**config.mk**
```make
export PLATFORM = sky130hd
export DESIGN_NAME = byte_crc8_crc7_engine_top
export DESIGN_NICKNAME = d
export VERILOG_FILES = /design/src/rtl/core/bcrc_pkg.sv /design/src/rtl/core/byte_crc8_crc7_engine_top.sv /design/src/rtl/core/bcrc_update.sv
export SDC_FILE = /design/constraint.sdc
export NUM_CORES = 1
export LEC_CHECK = 0
export BUFFER_PORTS_ARGS = -buffer_cell sky130_fd_sc_hd__buf_4
export CORE_MARGIN = 10
export CORE_UTILIZATION = 30
export DETAILED_ROUTE_END_ITERATION = 6
export SETUP_SLACK_MARGIN = 0.5
export SLEW_MARGIN = 20
export SYNTH_ARGS = -nofsm -noshare
export SYNTH_HDL_FRONTEND = slang
export SYNTH_HIERARCHICAL = 1
export SYNTH_SLANG_ARGS = --single-unit
```
**constraint.sdc**
```tcl
create_clock -name aclk -period 2.9 [get_ports aclk]
set_input_delay 0.29 -clock aclk [delete_from_list [all_inputs] [get_ports aclk]]
set_output_delay 0.29 -clock aclk [all_outputs]
set_load 0.02 [all_outputs]
```
**src/rtl/core/bcrc_pkg.sv**
```systemverilog
// ----------------------------------------------------------------------------
// bcrc_pkg
// Types, constants and byte-update functions for the byte CRC engine.
// ----------------------------------------------------------------------------
package bcrc_pkg;

    // CRC kinds selected by the crc_kind register
    localparam logic KIND_CRC8 = 1'b0;
    localparam logic KIND_CRC7 = 1'b1;

    localparam logic [7:0]  CRC8_START     = 8'hff;
    localparam logic [7:0]  CRC7_START     = 8'h00;
    localparam logic [7:0]  CRC8_POLY_REFL = 8'h8c;
    localparam logic [14:0] CRC7_POLY      = 15'h0089;

    // Register map: byte address 4*index
    localparam int          PADDR_W      = 3;
    localparam logic [0:0]  REG_CRC_KIND = 1'b0;

    typedef struct packed {
        logic [7:0] data_byte;
        logic       first;
        logic       last;
    } bcrc_in_t;

    typedef struct packed {
        logic [7:0] crc_value;
        logic       end_of_message;
    } bcrc_out_t;

    // Everything the update unit needs for one transaction
    typedef struct packed {
        logic       kind;
        logic [7:0] running_crc;
        bcrc_in_t   item;
    } bcrc_req_t;

    // Reflected CRC-8, one byte, LSB first
    function automatic logic [7:0] crc8_byte(input logic [7:0] crc, input logic [7:0] b);
        logic [7:0] r;
        r = crc ^ b;
        for (int i = 0; i < 8; i++) begin
            r = r[0] ? ((r >> 1) ^ CRC8_POLY_REFL) : (r >> 1);
        end
        return r;
    endfunction

    // MSB-first CRC-7, one byte: remainder of ((crc<<1) ^ b) * x^7
    function automatic logic [6:0] crc7_byte(input logic [7:0] crc, input logic [7:0] b);
        logic [14:0] r;
        r = {({crc[6:0], 1'b0} ^ b), 7'b0};
        for (int k = 14; k >= 7; k--) begin
            if (r[k]) begin
                r = r ^ (CRC7_POLY << (k - 7));
            end
        end
        return r[6:0];
    endfunction

endpackage

```
**src/rtl/core/byte_crc8_crc7_engine_top.sv**
```systemverilog
// ----------------------------------------------------------------------------
// byte_crc8_crc7_engine_top
// Byte-serial CRC engine: reflected CRC-8 (1-Wire polynomial) or MSB-first CRC-7.
// ----------------------------------------------------------------------------
// The engine takes one message byte per transaction on the s_ channel and
// returns one transaction on the m_ channel carrying the running CRC after
// that byte, plus a copy of the last flag. It sustains one byte per clock
// while m_ready is held high; each byte waits in the input register, and its
// result in the result register, which drives m_data. The rate is set by
// the running-CRC feedback loop: the one-byte update is a shallow xor
// network, combinational between the input register and the result register.
// crc_kind (APB byte address 0, bit 0) selects the kind: 0 = CRC-8 with
// polynomial x^8+x^5+x^4+1, reflected, start 0xff, no final xor; 1 = CRC-7
// with x^7+x^3+1, start 0, bit 7 of the result always 0. A set first flag
// reloads the start value before its byte; without it the byte continues
// the stored CRC. Change crc_kind only while the engine is drained.
// ----------------------------------------------------------------------------
module byte_crc8_crc7_engine_top import bcrc_pkg::*; (
    input  logic               aclk,
    input  logic               aresetn,
    // byte input
    input  logic               s_valid,
    output logic               s_ready,
    input  bcrc_in_t           s_data,
    // CRC result
    output logic               m_valid,
    input  logic               m_ready,
    output bcrc_out_t          m_data,
    // configuration
    input  logic               psel,
    input  logic               penable,
    input  logic               pwrite,
    input  logic [PADDR_W-1:0] paddr,
    input  logic [31:0]        pwdata,
    output logic [31:0]        prdata,
    output logic               pready
);

    logic       in_valid_reg;
    logic       in_valid_next;
    bcrc_in_t   in_data_reg;
    logic       out_valid_reg;
    logic       out_valid_next;
    bcrc_out_t  out_data_reg;
    logic [7:0] crc_reg;
    logic       kind_reg;

    logic       advance;
    logic       s_fire;
    logic       cfg_write;
    logic       kind_sel;
    bcrc_req_t  upd_req;
    logic [7:0] upd_crc;
    bcrc_out_t  upd_result;

    // ---------------- configuration port ----------------
    assign pready    = 1'b1;
    assign kind_sel  = (paddr[PADDR_W-1:2] == REG_CRC_KIND);
    assign cfg_write = psel && penable && pwrite && pready;
    assign prdata    = kind_sel ? {31'b0, kind_reg} : 32'b0;

    always_ff @(posedge aclk) begin
        if (!aresetn) begin
            kind_reg <= KIND_CRC8;
        end else if (cfg_write && kind_sel) begin
            kind_reg <= pwdata[0];
        end
    end

    // ---------------- handshake ----------------
    // Advance the input register into the result register whenever the
    // result slot is empty or is being drained this cycle.
    assign advance = in_valid_reg && (!out_valid_reg || m_ready);
    // Accept a new byte while the input register is empty or moving on
    assign s_ready = !in_valid_reg || advance;
    assign s_fire  = s_valid && s_ready;

    always_comb begin
        in_valid_next = in_valid_reg;
        if (s_fire) begin
            in_valid_next = 1'b1;
        end else if (advance) begin
            in_valid_next = 1'b0;
        end
    end

    always_comb begin
        out_valid_next = out_valid_reg;
        if (advance) begin
            out_valid_next = 1'b1;
        end else if (m_ready) begin
            out_valid_next = 1'b0;
        end
    end

    always_ff @(posedge aclk) begin
        if (!aresetn) begin
            in_valid_reg  <= 1'b0;
            out_valid_reg <= 1'b0;
        end else begin
            in_valid_reg  <= in_valid_next;
            out_valid_reg <= out_valid_next;
        end
    end

    // Hold the byte in the input register until it advances
    always_ff @(posedge aclk) begin
        if (s_fire) begin
            in_data_reg <= s_data;
        end
    end

    // ---------------- CRC update ----------------
    assign upd_req.kind        = kind_reg;
    assign upd_req.running_crc = crc_reg;
    assign upd_req.item        = in_data_reg;

    bcrc_update u_update (
        .req      (upd_req),
        .crc_next (upd_crc),
        .result   (upd_result)
    );

    // Commit the running CRC and the result together, once per transaction
    always_ff @(posedge aclk) begin
        if (!aresetn) begin
            crc_reg <= CRC8_START;
        end else if (advance) begin
            crc_reg <= upd_crc;
        end
    end

    always_ff @(posedge aclk) begin
        if (advance) begin
            out_data_reg <= upd_result;
        end
    end

    assign m_valid = out_valid_reg;
    assign m_data  = out_data_reg;

endmodule

```
**src/rtl/core/bcrc_update.sv**
```systemverilog
// ----------------------------------------------------------------------------
// bcrc_update
// Combinational byte update of the running CRC for either kind.
// ----------------------------------------------------------------------------
module bcrc_update import bcrc_pkg::*; (
    input  bcrc_req_t  req,
    output logic [7:0] crc_next,
    output bcrc_out_t  result
);

    logic [7:0] start_crc;
    logic [7:0] crc8_val;
    logic [7:0] crc7_val;

    // Reload the start value of the selected kind on the first byte
    always_comb begin
        if (req.item.first) begin
            start_crc = (req.kind == KIND_CRC7) ? CRC7_START : CRC8_START;
        end else begin
            start_crc = req.running_crc;
        end
    end

    assign crc8_val = crc8_byte(start_crc, req.item.data_byte);
    assign crc7_val = {1'b0, crc7_byte(start_crc, req.item.data_byte)};

    assign crc_next              = (req.kind == KIND_CRC7) ? crc7_val : crc8_val;
    assign result.crc_value      = crc_next;
    assign result.end_of_message = req.item.last;

endmodule

```
After elaboration in Yosys (flattened, before gate mapping)
Cells that the tools add are included.
{"block": "classes", "muxes": 24, "n_bitwise": 19, "n_reduce_logical": 11}
{"operator": "$mux W8", "count": 12}
{"operator": "$not A2 Y3", "count": 8}
{"operator": "$not A2 Y2", "count": 8}
{"operator": "$xor A8 B8 Y8", "count": 2}
{"operator": "$mux W11", "count": 1}
{"operator": "$mux W10", "count": 1}
{"operator": "$mux W9", "count": 1}
{"operator": "$mux W7", "count": 1}
{"operator": "$mux W6", "count": 1}
{"operator": "$logic_and A1 B1 Y1", "count": 5}
{"operator": "$mux W1", "count": 5}
{"operator": "$mux W5", "count": 1}
{"operator": "$mux W4", "count": 1}
{"operator": "$reduce_bool A2 Y1", "count": 2}
{"operator": "$logic_not A1 Y1", "count": 2}
{"operator": "$logic_or A1 B1 Y1", "count": 2}
{"operator": "$not A1 Y1", "count": 1}
{"block": "totals", "output_inout_bits": 44, "regBits": 30, "in_bits": 52, "wordCells": 63}

Longest topological paths before layout
Gate-level depths: netlist of run 1.
{"block": "logic_depth", "ltp_word": 20, "mapped_depth": 8, "depth_no_buf": 7}

Cells and area by module
Netlist of run 1, hierarchy kept.
{"mod": "byte_crc8_crc7_engine_top", "seq_area_each_um2": 790.8, "area_per_inst_um2": 1292.5, "cells_per_inst": 105, "instances": 1}
{"mod": "bcrc_update", "seq_area_each_um2": 0.0, "area_per_inst_um2": 679.4, "cells_per_inst": 82, "instances": 1}

Worst setup path before layout of run 1
No wires, ideal clock.
{"block": "synth_timing", "kind": "reg2reg", "from": "reg in_data_reg[1] in the netlist's numbering", "to": "reg crc_reg[2]", "setup_ps": 95, "synth_period_minus_slack_ps": 2118, "arrival_time_ps": 2023, "path_stages_with_launch": 9, "n_path_buf": 1, "required_time_ps": 2805, "slack_ps": 782, "path_cell_list": "edfxtp_1 buf_6 inv_2 mux2i_1 xor3_2 xnor3_1 mux2i_1 inv_1 o311ai_1"}
{"block": "synth_between", "elab_chain_cells": 14, "word_cells_on_any_way": 25, "classes_between": "15 x mux; 10 x bitwise"}
{"element": "start, declared", "line": "byte_crc8_crc7_engine_top.sv:41", "source": "bcrc_in_t in_data_reg;"}
{"element": "start signal, assigned", "line": "byte_crc8_crc7_engine_top.sv:109", "source": "in_data_reg <= s_data;"}
{"element": "$mux W8 *", "line": "bcrc_update.sv:17", "source": "if (req.item.first) begin"}
{"element": "$xor A8 B8 Y8", "line": "bcrc_pkg.sv:41", "source": "r = crc ^ b;"}
{"element": "$mux W8 (2 in a row)", "line": "bcrc_pkg.sv:43", "source": "r = r[0] ? ((r >> 1) ^ CRC8_POLY_REFL) : (r >> 1);"}
{"element": "$not A2 Y3 (no line)"}
{"element": "$mux W8", "line": "bcrc_pkg.sv:43"}
{"element": "$not A2 Y3 (no line)"}
{"element": "$mux W8 (4 in a row)", "line": "bcrc_pkg.sv:43"}
{"element": "$not A2 Y3 (no line)"}
{"element": "$mux W8", "line": "bcrc_pkg.sv:43"}
{"element": "$mux W8 *", "line": "bcrc_update.sv:27", "source": "assign crc_next = (req.kind == KIND_CRC7) ? crc7_val : crc8_val;"}
{"element": "net upd_crc[2]", "line": "byte_crc8_crc7_engine_top.sv:53", "source": "logic [7:0] upd_crc;"}
{"element": "end signal, assigned", "line": "byte_crc8_crc7_engine_top.sv:129", "source": "crc_reg <= upd_crc;"}
{"element": "end, declared", "line": "byte_crc8_crc7_engine_top.sv:45", "source": "logic [7:0] crc_reg;"}
Mark *: on every way through the listed nets, which the timed path passes. The rest lies on a longest branch.
A chain may end at the register's enable or synchronous reset.

Worst setup path after layout of run 1
{"block": "layout_timing", "from": "reg in_data_reg[2] in the netlist's numbering", "to": "reg crc_reg[1]"}
{"block": "layout_between", "elab_chain_cells": 10}
{"element": "$xor A8 B8 Y8", "line": "bcrc_pkg.sv:41"}
{"element": "$mux W8 (8 in a row)", "line": "bcrc_pkg.sv:43"}
{"element": "$mux W8", "line": "bcrc_update.sv:27"}
{"element": "net upd_crc[1]", "line": "byte_crc8_crc7_engine_top.sv:53"}
The timed path passes the listed nets, and every way through them passes these cells.

==> flow_summary.toml, run 1 <==
[synth]
synth_ff_type = "edfxtp_1"
synth.largest_area_cell = "edfxtp_1"
synth_top_area_frac = 0.289
synthArstFlopShare = 0
muxShareOfSynthArea = 0.0355
yosysMostFrequentCell = "buf_4"
synth_edf_count = 19
synth.avg_cell_area_um2 = 10.5
synth_seq_cells = 30
synth_compound_area_frac = 0.0939
synth-xor-area-share = 0.187
ys_warn_count = 6
yosysSeqAreaShare = 0.401
synthCells = 187
synth_fa_ha_area_frac = 0
synth_area_um2 = 1970
synth_common_cells = "buf_4 (43), xnor2_1 (25), edfxtp_1 (19), dfxtp_1 (11)"
synthSimpleGateAreaFrac = 0.0780
synthTopCellsByArea = "edfxtp_1 (29%), buf_4 (16%), dfxtp_1 (11%)"
synth_top_family_by_area = "buffers and inverters"
synth_cell_types = 36

[sta]
slew_viol_final = 0
finalSetupTns_ns = 0
timing.final.crit_share = 0.793
worst_slew_pin_slew_ns = 0.756
setup_viol = 0
rsz0062_at_grt = "yes"
final-hold-violation-count = 0
skew_ns = 0.00237
fmax_ghz = 0.435
layout_setup_ws_ns = 0.600
maxSlewHeadroom = 0.494
post-route-min-period_ns = 2.30

[clock_tree]
cts_sinks = 30
clock-root-buffer = "clkbuf_8"
clkTransAtPathRegs_ns = 0.07
numCtsBuffers = 5
cts_tree = "yes"
clock_latency_ns = 0.28
hold_buffers = 0
h-tree-depth = 2
clockBufferDepth = 2

[floorplanning]
coreArea_um2 = 6350
die_h_um = 101
die_x_um = 101
die_area_um2 = 10200
fp-row-count = 29
initial_core_util = 0.311
io-pin-count = 96

[placed_design]
pre_cts_ws_ns = 0.423
dp_hpwl_mm = 3.10
portBuffers = 30
gp_congestion = 0.850

[detailed_routing]
wirelength_mm = 3.88
vias_per_cell = 4.09
ant_nets = 0
drc = 0
drtIter0Drc = 70
wl_per_cell_um = 13.5
vias = 1178
dr.pass1.iters = 4

[worst_setup_path]
worstPathMaxFanout = 3
worst_ep_required_time_ns = 3.09
critical_path_class = "reg2reg"
startpoint_type = "register"
end_kind = "register"
cp.arrival_ns = 2.49

[cells_and_area]
antenna_cells = 0
layout.nets = 262
drive_gt1_frac = 0.261
fin_util = 0.344
largest_reg_flops = 10
area_growth_pct = 10.8
fillerInstances = 661

[global_routing]
grt_pass1_vias = 1258
grt_max_degree = 21
grt_antenna_before_repair = 0
grt.overflow.total = 0
grt_usage = 0.0756
grt_first_pass_wirelength_mm = 6.16

[run]
drv_cap = 0

[power]
power.leakage_nw = 0.921
ir_drop_v = 0.000262
power_density_nw_per_um2 = 577

[hold_path]
hp-class = "in2reg"

[outcome]
status = "finished, final reports clean"
[kinds of logic (layout without fill, tap and decap cells)]
logic type,Yosys count,in the layout
flip-flops,30,30
AO/OA/AOI/OAI,26,26
multiplexers,7,7
AND/OR/NAND/NOR,27,27
XOR/XNOR,37,37
buffers and inverters,58,52
other,2,32
[metrics by stage]
step                      hold WS [ns]  power [mW]  instances  cell area, µm²
after CTS                        0.172        1.26        288            2160
after global placement           0.402       0.928        279            2070
after floorplan                  0.389       0.930        217            2080
final                            0.183        1.26        288            2180
after detailed placement         0.406       0.934        279            2070
after global routing             0.162        1.34        288            2180
[power by group]
| part | internal (mW) | switching [mW] |
|---|---|---|
| logic | 0.184 | 0.222 |
| registers | 0.505 | 0.0270 |
| clock network | 0.164 | 0.158 |
| total | 0.852 | 0.407 |
[placed cells by master, fill, tap and decap left out, drive strengths merged, types with 7 or more instances in the layout]
cell / count
xor2: 9
o21ai: 9
conb: 32
mux2i: 7
buf: 33
edfxtp: 19
nor2: 9
xnor2: 25
o311ai: 8
dfxtp: 11
inv: 11
[critical path: stages (launching register included)]
cell and delay (ns):
edfxtp_1 0.44, xor2_1 0.20, and3_2 0.23, or4_4 0.53, and4_4 0.22, a211oi_4 0.26, inv_1 0.07, o311ai_1 0.27
[cell type report]
type,count,area [µm²],area share
clock buffers,5,68.8,0.0315
clock inverters,3,16.3,0.00745
inverters,11,41.3,0.0189
multi-input cells,129,923,0.423
flip-flops and latches,30,791,0.362
well taps,77,96.3,0.0441
repair buffers,33,248,0.113
[worst paths after layout]
kind                            cells past startpoint           start  slack (ns)              to
worst min-delay path                                1       s_data[3]        0.18  in_data_reg[3]
worst max register to register                      7  in_data_reg[2]        0.60      crc_reg[1]
worst max-delay path                                7  in_data_reg[2]        0.60      crc_reg[1]
worst min register to register                      0  in_data_reg[0]        0.42       m_data[0]
[timing repair]
item                       4_1_cts  5_1_grt
resized for setup                0        4
buffers inserted                 1        0
hold endpoints to repair         0        0
setup endpoints to repair        1        2
gates cloned                     0        0
[per-layer routing]
metal	wire, µm	share of wire	vias up	GRT usage
li1	-	-	600	-
met1	1690	0.44	530	0.0898
met2	1830	0.47	41	0.120
met3	300	0.077	7	0.0309
met4	57	0.015	0	0.0257
met5	0	0	-	0
No activity file was read; power rests on OpenSTA's default activity.
==> run 2, diff against run 1 <==
--- a/config.mk
+++ b/config.mk
@@ -5,6 +5,7 @@
 export SDC_FILE = /design/constraint.sdc
 export NUM_CORES = 1
 export LEC_CHECK = 0
+export ABC_AREA = 1
 export BUFFER_PORTS_ARGS = -buffer_cell sky130_fd_sc_hd__buf_4
 export CORE_MARGIN = 10
 export CORE_UTILIZATION = 30
==> constraint.sdc (replaced) <==
create_clock -name aclk -period 2.3 [get_ports aclk]
set_input_delay 0.23 -clock aclk [delete_from_list [all_inputs] [get_ports aclk]]
set_output_delay 0.23 -clock aclk [all_outputs]
set_load 0.02 [all_outputs]
==> run 2 against run 1 <==
Effect of this change: critical path depth rose by 1; combinational power rose by 70%; critical path type unchanged; total power up 41%.
==> flow_summary.toml, run 2 <==
[outcome]
status = "finished, final reports clean"

[sta]
post-route-min-period_ns = 2.00
finalSetupTns_ns = 0
timing.final.crit_share = 0.869
fmax_ghz = 0.500
final-hold-violation-count = 0
slew_viol_final = 0
setup_viol = 0
rsz0062_at_grt = "yes"
skew_ns = 0.00264

[global_routing]
grt_max_degree = 14
grt.overflow.total = 0
grt_first_pass_wirelength_mm = 8.47
grt_usage = 0.0941
grt_pass1_vias = 1748
grt_antenna_before_repair = 0

[cells_and_area]
final_cells = 407
largest_reg_flops = 10
layout.nets = 362
fillerInstances = 663
area_growth_pct = 39.6
drive_gt1_frac = 0.447
final_common_cell = "buf_4"
final_cell_mix = "buf_4 (41), nand2_1 (40), conb_1 (32)"
antenna_cells = 0

[detailed_routing]
vias_per_cell = 4.57
wirelength_mm = 6.00
wl_per_cell_um = 14.7
drtIter0Drc = 151
dr.pass1.iters = 4
drc = 0
vias = 1858
ant_nets = 0

[synth]
ys_warn_count = 6
synth_top_area_frac = 0.269
synth_edf_count = 19
synth.largest_area_cell = "edfxtp_1"
synth_cell_types = 25
synth_seq_cells = 30
synth_ff_type = "edfxtp_1"
yosysMostFrequentCell = "nand2_1"
synthArstFlopShare = 0
synth_common_cells = "nand2_1 (84), buf_4 (41), nand3_1 (36), inv_1 (20), edfxtp_1 (19)"
synthCells = 272
synth_area_um2 = 2120
synth.avg_cell_area_um2 = 7.81
synthTopCellsByArea = "edfxtp_1 (27%), nand2_1 (15%), buf_4 (14%)"
yosysSeqAreaShare = 0.372

[floorplanning]
fp-row-count = 30
die_area_um2 = 10800
die_h_um = 104
coreArea_um2 = 6830
io-pin-count = 96
die_x_um = 104
initial_core_util = 0.311

[hold_path]
hp-class = "in2reg"

[worst_setup_path]
crit_path_end = "crc_reg[5]"
cp.arrival_ns = 2.18
rr_endpoint = "crc_reg[5]"
rr_worst_depth = 8
reg2reg_setup_slack_ns = 0.30
worstPathMaxFanout = 3
startpoint_type = "register"
critical_path_class = "reg2reg"
rr_startpoint = "in_data_reg[1]"
end_kind = "register"
worst_ep_required_time_ns = 2.48
cp-startpoint = "in_data_reg[1]"

[placed_design]
dp.cells = 384
gp_congestion = 0.830
dp_hpwl_mm = 3.85
portBuffers = 30

[clock_tree]
numCtsBuffers = 5
cts_tree = "yes"
h-tree-depth = 2
clock-root-buffer = "clkbuf_8"
cts_sinks = 30
clockBufferDepth = 2
hold_buffers = 0
clkTransAtPathRegs_ns = 0.07
clock_latency_ns = 0.29

[power]
switchingPower_uw = 674
comb_power_share = 0.390
power_density_nw_per_um2 = 597
intPower_mw = 1.10
power.leakage_nw = 1.43
switching_share = 0.381
pwr-share-seq = 0.376
pwr-share-clk = 0.234
ir_drop_v = 0.000395

[run]
drv_cap = 0
-- run 2: cell count changes in the layout (fill, tap and decap cells not counted), moves of 7 or more --
cell,before,now
nand3_1,1,25
buf_4,33,41
inv_1,8,19
xnor2_1,24,1
nand2_2,0,24
nand2_4,0,21
o311ai_1,7,0
nand3_2,0,12
nand2_1,5,40
-- run 2: cell families (layout without fill, tap and decap cells) --
group	after synthesis	after routing	share of synthesized area
xor+xnor	24	24	0.110
simple gates	134	136	0.278
compound gates	14	14	0.0365
buf+inv	68	75	0.200
other cells	2	32	0.00353
flops	30	30	0.372
-- run 2: what timing repair did --
action / 4_1_cts / 5_1_grt
setup endpoints to repair: 16 / 16
resized for setup: 57 / 53
pin swaps: 27 / 36
setup buffers: 9 / 4
cloned: 2 / 0
-- run 2: through the flow --
stage          power, mW   util  setup WS [ns]  hold slack [ns]  instance area, µm²
2_1_floorplan       1.11      -          0.412            0.329                2280
3_3_place_gp        1.13  0.336          0.131            0.401                2300
3_5_place_dp        1.14  0.336          0.105            0.409                2300
4_1_cts             1.64  0.393          0.421            0.113                2690
5_1_grt             1.86  0.434          0.144           0.0980                2970
6_report            1.77  0.434          0.300            0.112                2970
-- run 2: how the worst min path moves through the flow --
stage	startpoint	end	slack, ns	cells past startpoint
2_1_floorplan	s_data[0]	in_data_reg[0]	0.33	0
4_1_cts	s_data[1]	in_data_reg[1]	0.11	1
6_report	s_data[1]	in_data_reg[1]	0.11	1
3_3_place_gp	in_data_reg[0]	m_data[0]	0.40	0
3_5_place_dp	s_data[1]	in_data_reg[1]	0.41	1
5_1_grt	s_data[3]	in_data_reg[3]	0.1	1
-- run 2: metal layers --
metal | vias up | global-route usage | share of wire
li1 | 871 | - | -
met4 | 0 | 0.0477 | 0.034
met1 | 864 | 0.0982 | 0.36
met2 | 99 | 0.158 | 0.52
met3 | 24 | 0.0409 | 0.084
met5 | - | 0 | 0
-- run 2: power by group through the flow --
stage | registers [mW] | clock network [mW] | logic, mW
floorplan | 0.682 | 0 | 0.431
detailed placement | 0.670 | 0 | 0.466
finish | 0.666 | 0.414 | 0.690
global placement | 0.669 | 0 | 0.460
CTS | 0.661 | 0.418 | 0.557
global route | 0.670 | 0.451 | 0.736
-- run 2: final cells by class --
cell class | count | area, µm² | area share
multi-input combinational | 206 | 1530 | 0.515
sequential | 30 | 792 | 0.267
timing repair buffer | 44 | 342 | 0.115
tap | 96 | 120 | 0.0405
inverter | 23 | 98.8 | 0.0333
clock buffer | 5 | 68.8 | 0.0232
clock inverter | 3 | 16.3 | 0.00549
-- run 2: worst max-delay path, cell delays in order (launching register included) --
cell and delay, ns:
edfxtp_1 0.46, buf_4 0.20, o21ai_4 0.22, xor2_4 0.26, xor2_1 0.23, xor2_1 0.23
o21ai_1 0.12, nand3_1 0.10, nand3_1 0.08
==> run 3, diff against run 2 <==
--- a/config.mk
+++ b/config.mk
@@ -8,8 +8,9 @@
 export ABC_AREA = 1
 export BUFFER_PORTS_ARGS = -buffer_cell sky130_fd_sc_hd__buf_4
 export CORE_MARGIN = 10
-export CORE_UTILIZATION = 30
+export CORE_UTILIZATION = 47
 export DETAILED_ROUTE_END_ITERATION = 6
+export PLACE_DENSITY = 0.8
 export SETUP_SLACK_MARGIN = 0.5
 export SLEW_MARGIN = 20
 export SYNTH_ARGS = -nofsm -noshare
==> run 3 against run 2 <==
Effect of this change: clock power down 3%; fmax decreased by 5.9%; global-route usage grew 5.3 points; hold slack better by 0.0081 ns; utilization rose by 24 points; die area fell by 30%; register-to-register slack got worse by 0.12 ns; first-iteration DRC count increased by 55%; total power about the same; via count up 5.8%; highest routed layer unchanged; critical endpoint is now crc_reg[3].
==> flow_summary.toml, run 3 (synthesis gave the netlist of run 2 again) <==
[floorplanning]
io-pin-count = 96
die_h_um = 87.2
initial_core_util = 0.488
fp-row-count = 24
die_x_um = 87.2
die_area_um2 = 7610
coreArea_um2 = 4350

[clock_tree]
cts_tree = "yes"
numCtsBuffers = 5
clockBufferDepth = 2
h-tree-depth = 2
clock-root-buffer = "clkbuf_8"
clkTransAtPathRegs_ns = 0.06
clock_latency_ns = 0.28
hold_buffers = 0
cts_sinks = 30

[worst_setup_path]
critPathSlowestCell = "edfxtp_1"
startpoint_type = "register"
end_kind = "register"
crit_family = "simple AND/OR/NAND/NOR gates"
cpPeakStageDelay_ns = 0.45
cp_common_cell = "nand2_4"
crit_chain = "buf_6, buf_6, o21ai_4, nand2_2, nand2_4, nand2_4, nand2_4, nand2_2, nand2_4, o21ai_1, o21ai_2, nand3_2, nand3_2"
rr_startpoint = "in_data_reg[1]"
reg2reg_setup_slack_ns = 0.18
path_buf_inv = 2
critical_path_class = "reg2reg"
worst_ep_required_time_ns = 2.53
rr_worst_depth = 13
worstPathMaxFanout = 4
cp.arrival_ns = 2.35
rr_endpoint = "crc_reg[3]"

[sta]
post-route-min-period_ns = 2.12
rsz0062_at_grt = "yes"
skew_ns = 0.00442
final-hold-violation-count = 0
finalSetupTns_ns = 0
timing.final.crit_share = 0.924
slew_viol_final = 0
fmax_ghz = 0.471
setup_viol = 0

[detailed_routing]
drc = 0
wl_per_cell_um = 17.9
vias = 1965
drtIter0Drc = 234
vias_per_cell = 5.35
dr.pass1.iters = 5
wirelength_mm = 6.58
ant_nets = 0

[hold_path]
min_from = "s_data[2]"
hold_depth = 1
hp-class = "in2reg"
whs_endpoint = "in_data_reg[2]"

[cells_and_area]
final_cell_area_um2 = 2940
final_common_cell = "nand2_1"
antenna_cells = 0
largest_reg_flops = 10
layout.nets = 366
fillerInstances = 285
final_cell_mix = "nand2_1 (44), buf_4 (40), conb_1 (32)"
drive_gt1_frac = 0.457
area_growth_pct = 38.4

[power]
power.leakage_nw = 1.44
ir_drop_v = 0.000494
power_density_nw_per_um2 = 602

[global_routing]
grt_first_pass_wirelength_mm = 8.93
grt.overflow.total = 0
grt_antenna_before_repair = 0
grt_max_degree = 14
grt_pass1_vias = 1926
grt_usage = 0.147

[outcome]
status = "finished, final reports clean"

[run]
drv_cap = 0

[placed_design]
dp_hpwl_mm = 3.69
portBuffers = 30
post_dp_cell_area_um2 = 2240
gp_congestion = 0.870
## run 3: worst max path at each step
stage | slack (ns) | from | cells after the start | endpoint
after floorplan | 0.41 | in_data_reg[1] | 14 | m_data[3]
after global placement | 0.18 | in_data_reg[1] | 15 | crc_reg[2]
after detailed placement | 0.1 | in_data_reg[1] | 15 | crc_reg[2]
after CTS | 0.35 | in_data_reg[1] | 13 | crc_reg[3]
after global routing | 0.1 | in_data_reg[1] | 16 | crc_reg[2]
final | 0.18 | in_data_reg[1] | 13 | crc_reg[3]
## run 3: through the flow
step	setup WS, ns	cells	utilization	power, mW	hold WS [ns]
after floorplan	0.412	302	-	1.11	0.329
after global placement	0.178	340	0.515	1.12	0.401
after detailed placement	0.0952	340	0.515	1.13	0.406
after CTS	0.347	365	0.616	1.63	0.116
after global routing	0.0964	367	0.675	1.85	0.115
final	0.176	367	0.675	1.77	0.120
## run 3: metal layers
layer,part of all wire,track usage
met5,0,0
met4,0.068,0.120
met3,0.099,0.0459
met2,0.50,0.245
met1,0.33,0.147
## run 3: what timing repair did
| action | CTS | global route |
|---|---|---|
| setup buffers | 16 | 2 |
| pin swaps | 47 | 33 |
| cloned | 1 | 0 |
| gates resized for setup | 52 | 54 |
| endpoints found under the setup margin | 16 | 16 |
## run 3: area by class of cell
| type | count | area [µm²] | area share |
|---|---|---|---|
| multi-input cells | 204 | 1470 | 0.500 |
| clock inverters | 3 | 16.3 | 0.00553 |
| inverters | 23 | 88.8 | 0.0302 |
| flip-flops and latches | 30 | 791 | 0.269 |
| well taps | 52 | 65.1 | 0.0221 |
| clock buffers | 5 | 68.8 | 0.0234 |
| repair buffers | 50 | 442 | 0.150 |
## run 3: worst register-to-register path: cells and delay by family (launching register included)
family | cells | cell delay (ns)
buffers and inverters | 2 | 0.30
DFF | 1 | 0.45
AOI/OAI and AO/OA | 3 | 0.59
and+or+nand+nor | 8 | 0.74
## run 3: report_power, final
part           leakage (nW)  internal [mW]  switching (mW)  total (mW)
Sequential            0.272          0.629          0.0364       0.665
Clock                0.0416          0.206           0.197       0.403
Combinational          1.12          0.263           0.438       0.702
Total                  1.44           1.10           0.672        1.77
